## config.mk

```make
export PLATFORM = sky130hd
export DESIGN_NAME = qmuh_ctrl
export DESIGN_NICKNAME = d
export VERILOG_FILES = /design/src/rtl/core/qmuh_pkg.sv /design/src/rtl/core/qmuh_ctrl.sv
export SDC_FILE = /design/constraint.sdc
export NUM_CORES = 1
export LEC_CHECK = 0
export BUFFER_PORTS_ARGS = -buffer_cell sky130_fd_sc_hd__buf_2
export CORE_MARGIN = 10
export CORE_UTILIZATION = 24
export DETAILED_ROUTE_END_ITERATION = 7
export SETUP_SLACK_MARGIN = 0.5
export SYNTH_ARGS = -nofsm -noshare
export SYNTH_HDL_FRONTEND = slang
export SYNTH_SLANG_ARGS = --single-unit
```

## constraint.sdc

```tcl
create_clock -name clk_i -period 1.7 [get_ports clk_i]
set_input_delay 0.085 -clock clk_i [delete_from_list [all_inputs] [get_ports clk_i]]
set_output_delay 0.085 -clock clk_i [all_outputs]
set_load 0.02 [all_outputs]
```

## src/rtl/core/qmuh_pkg.sv

```systemverilog
`default_nettype none
package qmuh_pkg;

  // input op codes; 6 and 7 are unused and ignored
  typedef enum logic [2:0] {
    OP_LOAD_SYN  = 3'd0,
    OP_APPEND0   = 3'd1,
    OP_APPEND1   = 3'd2,
    OP_SCORE     = 3'd3,
    OP_READ_HIST = 3'd4,
    OP_CLEAR     = 3'd5
  } op_e;

  // result kinds
  localparam logic KIND_SCORE = 1'b0;
  localparam logic KIND_HIST  = 1'b1;

  // ring_size register
  localparam logic [14:0] RING_RESET = 15'd12323;
  localparam logic [14:0] RING_MIN   = 15'd2;

  // saturating bin limit
  localparam logic [31:0] BIN_MAX = 32'hFFFF_FFFF;

  // controller to datapath
  typedef struct packed {
    logic accept;    // input transaction taken this cycle
    logic ld_syn;    // write one syndrome bit
    logic app0;      // append to block 0 list
    logic app1;      // append to block 1 list
    logic clr;       // clear both histograms
    logic issue;     // issue one index read into the score pipe
    logic hist_upc;  // histogram address from upc count (else from bin)
    logic hist_wr;   // write incremented bin back
    logic out_load;  // load output register
  } cmd_t;

  // datapath to controller
  typedef struct packed {
    logic score_ok;    // scored position below 2r
    logic list_empty;  // selected index list holds nothing
    logic issue_last;  // current issue is the last index
    logic pipe_busy;   // score pipe still holds reads
    logic out_free;    // output register can take a result
  } st_t;

endpackage
`default_nettype wire

```

## src/rtl/core/qmuh_ctrl.sv

```systemverilog
`default_nettype none
module qmuh_ctrl
  import qmuh_pkg::*;
(
  input  wire logic       clk_i,
  input  wire logic       rst_ni,
  input  wire logic       in_valid_i,
  input  wire logic [2:0] in_op_i,
  output logic            in_ready_o,
  input  wire st_t        st_i,
  output cmd_t            cmd_o
);

  typedef enum logic [2:0] {
    ST_IDLE,
    ST_SC_START,
    ST_SC_ISSUE,
    ST_SC_DRAIN,
    ST_SC_RD,
    ST_SC_WR,
    ST_HR_RD,
    ST_HR_OUT
  } state_e;

  state_e state_q, state_d;
  logic   accept;

  assign in_ready_o = (state_q == ST_IDLE);
  assign accept     = in_valid_i && in_ready_o;

  // command decode
  always_comb begin
    cmd_o          = '0;
    cmd_o.accept   = accept;
    cmd_o.ld_syn   = accept && (in_op_i == OP_LOAD_SYN);
    cmd_o.app0     = accept && (in_op_i == OP_APPEND0);
    cmd_o.app1     = accept && (in_op_i == OP_APPEND1);
    cmd_o.clr      = accept && (in_op_i == OP_CLEAR);
    cmd_o.issue    = (state_q == ST_SC_ISSUE);
    cmd_o.hist_upc = (state_q == ST_SC_RD) || (state_q == ST_SC_WR);
    cmd_o.hist_wr  = (state_q == ST_SC_WR) && st_i.out_free;
    cmd_o.out_load = ((state_q == ST_SC_WR) || (state_q == ST_HR_OUT)) && st_i.out_free;
  end

  // next state
  always_comb begin
    state_d = state_q;
    unique case (state_q)
      ST_IDLE: begin
        if (accept && (in_op_i == OP_SCORE)) begin
          state_d = ST_SC_START;
        end else if (accept && (in_op_i == OP_READ_HIST)) begin
          state_d = ST_HR_RD;
        end
      end
      ST_SC_START: begin
        if (!st_i.score_ok) begin
          state_d = ST_IDLE;
        end else if (st_i.list_empty) begin
          state_d = ST_SC_RD;
        end else begin
          state_d = ST_SC_ISSUE;
        end
      end
      ST_SC_ISSUE: begin
        if (st_i.issue_last) state_d = ST_SC_DRAIN;
      end
      ST_SC_DRAIN: begin
        if (!st_i.pipe_busy) state_d = ST_SC_RD;
      end
      ST_SC_RD:  state_d = ST_SC_WR;
      ST_SC_WR: begin
        if (st_i.out_free) state_d = ST_IDLE;
      end
      ST_HR_RD:  state_d = ST_HR_OUT;
      ST_HR_OUT: begin
        if (st_i.out_free) state_d = ST_IDLE;
      end
      default:   state_d = ST_IDLE;
    endcase
  end

  always_ff @(posedge clk_i or negedge rst_ni) begin
    if (!rst_ni) begin
      state_q <= ST_IDLE;
    end else begin
      state_q <= state_d;
    end
  end

endmodule
`default_nettype wire

```

==> reports/results.txt, run 1 <==
NumNets Final -> 81
Clock-pin slew on the worst setup and hold paths -> 40 ps
Cts bufs inserted -> 3
Global-route wire length before repair -> 1.77 mm
Largest registers -> state_q: 3 flops
Sequential area share after synthesis -> 21.7%
NetSw -> 0.490 mW
Post-place setup slack -> 209 ps
P_leak -> 0.309 nW
Syn. warnings -> 0
Clock power share -> 11.1%
Setup TNS -> 0 ps
CTS tree -> built
PortBufs -> 20
Mapped cell area -> 347 um^2
DRT iter0 DRCs -> 2
Post-DRT Antenna Nets -> 0
H-tree levels -> 1
Clk_skew -> 1.58 ps
Fmax -> 588 MHz
Hpwl dp -> 919 um
Slowest stage cell, crit path -> or4b_4
Clk root buf -> clkbuf_4
Gate Count Post-Synth -> 42
Clock tree buffer depth -> 2
Status -> finished clean
Syn_area_per_cell -> 8.25 um^2
Yosys cell types -> 29
Post-Layout Cell Count -> 84
Syn nets -> 53
I/O pins -> 21
Largest register FFs -> 3
Vias in the first global route -> 396
VDD IR max -> 1050 uV
Die area -> 3360 um^2
DR DRC count -> 0
Internal power component -> 0.611 mW
Fin crit period -> 1700 ps
Hold crit path type -> in -> async
GP Congestion -> 0.750
Yosys top cell by area -> dfrtp_1
Combinational Power Share -> 76.7%
CP max FO -> 5
Util after Layout -> 50.8%
Critical Path Start Type -> flop
Crit path cell chain -> or4b_4, nor4b_4, buf_4
DRT Pass-1 Iters -> 4
Placed instance area -> 522 um^2
Site row count -> 13
Initial antenna violation count -> 0
Die Ht -> 58 um
Crit. End Element -> output pin
Critical Path RT -> 1620 ps
Top cells by count, synth -> nor2_1 (4), nor3_1 (4), dfrtp_1 (3), inv_1 (3), nor4b_1 (3)
FILL cells -> 136
RSZ-0062 raised after global routing -> true
Total track usage -> 6.84%
Post-synth top flop -> dfrtp_1
Seq cells post-synth -> 3
Slew @ Worst Pin -> 439 ps
Sw Ratio -> 44.5%
Class of the most critical setup path -> reg -> out
Vias per cell -> 5.06
Post-route cell area -> 677 um^2
Final hold slack -> 196 ps
Fin crit share -> 100%
Pwr dens -> 1630 nW/um^2
Initial Utilization -> 26.0%
Clk Latency, worst-skew pair -> 230 ps
Grt ovf -> 0
Worst Setup Slack, final -> 0.676 ps
Final antenna diode count -> 0
Critical path buffer and inverter count -> 1
Wire length per cell -> 15.2 um
Area Overhead vs Synth -> 95.3%
Fin. Hold Viols -> 0
Critical Path Max Stage Delay -> 610 ps
# Max-Cap Violations -> 0
CP delay by family, top -> simple AND/OR/NAND/NOR gates
Max Slew Vio Count -> 0
Inst Count DP -> 76
Final wirelength -> 1.28 mm
Total number of vias -> 425
Final setup violation count -> 0
Max_slew headroom -> 70.3%
CP arrival -> 1610 ps
Post-synth EDFFs -> 0
Sink Count -> 3
Top reg by flops -> state_q
Die width -> 58 um
Synth area leaders -> dfrtp_1 (22%), nor4b_1 (7.6%), nor3_1 (5.8%)
Total power draw -> 1.10 mW
Share of layout cells above drive strength 1 -> 69.6%
Top cell type's share of synthesized area -> 21.7%
Placeable Area -> 1330 um^2
Asr flop ratio synth -> 100%
Largest net degree at the start of global routing -> 15
Flop pwr share -> 12.2%
layout by cell type, fill, tap and decap left out, drive strengths merged:
cell / netlist / layout
o41ai: 1 / 1
clkbuf: 1 / 4
a221oi: 1 / 1
nor2: 4 / 4
inv: 3 / 3
and4b: 1 / 1
a21o: 1 / 1
nor3: 4 / 4
nor2b: 2 / 2
or4b: 1 / 1
mux2: 1 / 1
a22oi: 1 / 1
dlygate4sd3: 0 / 1
o31a: 1 / 1
a31oi: 1 / 1
nand4b: 1 / 1
and2: 1 / 1
nor4bb: 1 / 1
buf: 3 / 26
nand3b: 1 / 1
nor4b: 3 / 3
and3: 2 / 2
nand2b: 2 / 2
nor4: 1 / 1
a32oi: 1 / 1
dfrtp: 3 / 3
worst register-to-register path: cells and delay by family (launching register included):
kind                   cells  cell delay [ps]
and+or+nand+nor            1              140
buffers and inverters      1              190
DFF                        1              370
muxes                      1              320
AOI/OAI and AO/OA          1              320
logic make-up after synthesis:
family / count (synthesis) / share of synthesized area, %
simple gates: 24 / 47.7
compound gates: 7 / 16.3
flops: 3 / 21.7
buf+inv: 7 / 11.2
mux: 1 / 3.25
power by group through the flow:
| stage | Sequential (mW) | Clock (mW) | Combinational (mW) |
|---|---|---|---|
| global route | 0.138 | 0.132 | 0.913 |
| detailed placement | 0.132 | 0 | 0.592 |
| CTS | 0.136 | 0.129 | 0.633 |
| global placement | 0.131 | 0 | 0.593 |
| floorplan | 0.133 | 0 | 0.451 |
| finish | 0.135 | 0.122 | 0.844 |
per-layer routing:
metal  share of wire, %  track usage, %  routed length [um]
met2                 54            9.82                 685
met5                  0               0                   0
met3                5.4            1.96                  69
met4                2.2            7.05                  28
met1                 39            7.66                 496
area by class of cell:
class	count	area (um^2)	share of cell area [%]
clock buffers	4	26.3	3.88
inverters	3	16.3	2.40
multi-input cells	32	339	50.1
flip-flops and latches	3	75.1	11.1
well taps	15	18.8	2.77
repair buffers	27	201	29.8
final timing paths:
kind / start / endpoint / slack, ps / cells after the start
max: state_q[0] / cmd_o[5] / 0.7 / 3
min: rst_ni / state_q[2] / 200 / 2
max reg2reg: state_q[0] / state_q[0] / 250 / 4
min reg2reg: state_q[2] / state_q[2] / 730 / 3
max in group asynchronous: rst_ni / state_q[0] / 1390 / 2
min in group clk_i: st_i[0] / state_q[2] / 250 / 3
what timing repair did:
item                                    CTS  global route
pin swaps                                 2             3
setup buffers                             0             3
resized for setup                        11            17
endpoints found under the hold margin     3             0
hold buffers                              1             0
endpoints found under the setup margin   11            12
No activity file was read; power rests on OpenSTA's default activity.
==> run 2: changes to the inputs <==
Settings changed: CTS_BUF_LIST from default to sky130_fd_sc_hd__clkbuf_2.
==> run 2 against run 1 <==
  * Clock skew is 0.88 ps higher
  * Maximum frequency is 1.9% higher
  * Critical path type unchanged
  * Worst setup slack better by 32 ps
  * Routed wire length is 0.94% higher
  * First-iteration DRC count grew to 3.5 times the previous value
  * Worst hold slack better by 30 ps
  * Combinational power hardly changed
  * Design area is 0.92% lower
  * Sequential power hardly changed
==> reports/results.txt, run 2 (synthesis results as in run 1) <==
CP arrival -> 1580 ps (-30 ps)
Global-route wire length before repair -> 1.77 mm (unchanged)
Worst R2R Setup Slack -> 250 ps (about the same)
Commonest non-fill, non-tap cell in the layout -> buf_2
Die area -> 3360 um^2 (unchanged)
Sw Ratio -> 45.5% (+1.1 points)
Combinational Power Share -> 78.5% (+1.8 points)
Die width -> 58 um (unchanged)
Final wirelength -> 1.29 mm (+0.94%)
# Max-Cap Violations -> 0 (unchanged)
Largest registers -> state_q: 3 flops
Top reg by flops -> state_q
Launch point of the worst reg-to-reg path -> state_q[0]
Clk root buf -> clkbuf_2
Util after Layout -> 50.3% (-0.47 points)
Total track usage -> 6.84% (unchanged)
PortBufs -> 20 (unchanged)
Grt ovf -> 0 (unchanged)
R2r endpoint -> state_q[0]
Die Ht -> 58 um (unchanged)
Share of layout cells above drive strength 1 -> 71.0% (+1.4 points)
Largest net degree at the start of global routing -> 15 (unchanged)
Reg2reg path depth -> 4 (unchanged)
Pwr dens -> 1600 nW/um^2 (-1.5%)
Fin crit period -> 1670 ps (-31.7 ps)
Clk_skew -> 2.47 ps (+0.883 ps)
Placeable Area -> 1330 um^2 (unchanged)
Metal3 WL -> 40 um (-42%)
Cts bufs inserted -> 3 (unchanged)
Multi-input logic area -> 339 um^2 (unchanged)
NetSw -> 0.490 mW (about the same)
Internal power component -> 0.585 mW (-4.3%)
Sink Count -> 3 (unchanged)
Fin. Hold Viols -> 0 (unchanged)
CP max FO -> 5 (unchanged)
Top sig layer -> met4
Largest register FFs -> 3 (unchanged)
Hold crit path type -> in -> async
I/O pins -> 21 (unchanged)
GP Congestion -> 0.750 (unchanged)
Clock power share -> 9.0% (-2.1 points)
Vias per cell -> 5.02 (-0.71%)
CTS tree -> built
Site row count -> 13 (unchanged)
VDD IR max -> 1050 uV (-0.30%)
Most frequent cells in the layout -> buf_2 (12), buf_4 (8), buf_6 (5), clkbuf_2 (4)
Crit. End Element -> output pin
Met1 wire length -> 520 um (+4.8%)
Post-DRT Antenna Nets -> 0 (unchanged)
Max_slew headroom -> 69.7% (-0.60 points)
P_leak -> 0.311 nW (+0.62%)
Setup TNS -> 0 ps (unchanged)
NumNets Final -> 81 (unchanged)
Flop pwr share -> 12.5% (+0.3 points)
RSZ-0062 raised after global routing -> true
DRT Pass-1 Iters -> 2 (-2)
FILL cells -> 130 (-4.4%)
Clk Latency, worst-skew pair -> 200 ps (-30 ps)
Status -> finished clean
Total number of vias -> 422 (-0.71%)
DRT iter0 DRCs -> 7 (+5)
Initial Utilization -> 26.0% (unchanged)
Vias in the first global route -> 400 (+1.0%)
Initial antenna violation count -> 0 (unchanged)
Hpwl dp -> 919 um (unchanged)
Area Overhead vs Synth -> 93.5%
Clock-pin slew on the worst setup and hold paths -> 40 ps (about the same)
Max Slew Vio Count -> 0 (unchanged)
Wire length per cell -> 15.4 um (+0.94%)
Critical Path RT -> 1620 ps (about the same)
DR WL met2 -> 703 um (+2.6%)
H-tree levels -> 1 (unchanged)
Clock tree buffer depth -> 2 (unchanged)
Slew @ Worst Pin -> 448 ps (+8.90 ps)
Fin crit share -> 98.1% (-1.9 points)
Final setup violation count -> 0 (unchanged)
Fmax -> 600 MHz (+1.9%)
Sequential Area -> 75.1 um^2 (unchanged)
DR DRC count -> 0 (unchanged)
Final antenna diode count -> 0 (unchanged)
Critical Path Start Type -> flop
Class of the most critical setup path -> reg -> out
==> run 2: per-stage QoR <==
stage | worst slack, ps | hold slack [ps] | area, um^2 | std cells | total power, mW
finish | 32.4 | 225 | 671 | 84 | 1.08
global route | -18.0 | 221 | 671 | 84 | 1.15
CTS | 13.8 | 200 | 573 | 81 | 0.853
detailed placement | 209 | -112 | 522 | 76 | 0.725
global placement | 226 | -114 | 522 | 76 | 0.724
floorplan | 166 | -211 | 413 | 42 | 0.584
==> run 2: layout make-up <==
type                       count  share of cell area (%)
sequential                     3                    11.2
timing repair buffer          27                    30.0
inverter                       3                    2.43
multi-input combinational     32                    50.6
tap                           15                    2.80
clock buffer                   4                    2.99
==> run 2: power by group through the flow <==
stage               Combinational, mW  Sequential (mW)  Clock (mW)
global route                    0.910            0.138       0.106
CTS                             0.616            0.134       0.103
floorplan                       0.451            0.133           0
global placement                0.593            0.131           0
finish                          0.844            0.135      0.0965
detailed placement              0.592            0.132           0
==> run 2: critical path, stage by stage, from the launching register on <==
cell and delay [ps]:
dfrtp_1 370, or4b_4 610, nor4b_4 230, buf_4 180
==> run 2: what timing repair did <==
action	in CTS	in global routing
pin swaps	2	2
hold endpoints to repair	3	0
gates resized for setup	8	20
hold buffers	1	0
setup endpoints to repair	11	12
buffers inserted	0	3
gates cloned	0	0
==> run 2: worst max path at each step <==
stage | from | to | slack (ps) | depth (start not counted)
2_1_floorplan | state_q[2] | cmd_o[5] | 170 | 3
3_3_place_gp | state_q[2] | cmd_o[4] | 230 | 4
3_5_place_dp | state_q[2] | cmd_o[4] | 210 | 4
4_1_cts | state_q[0] | cmd_o[4] | 10 | 4
5_1_grt | state_q[0] | cmd_o[6] | -20 | 3
6_report | state_q[0] | cmd_o[5] | 30 | 3
==> run 2: layer usage <==
layer / vias to the layer above / GRT usage, %
li1: 212 / -
met1: 199 / 7.66
met2: 9 / 9.82
met3: 2 / 1.96
met4: 0 / 7.05
met5: - / 0
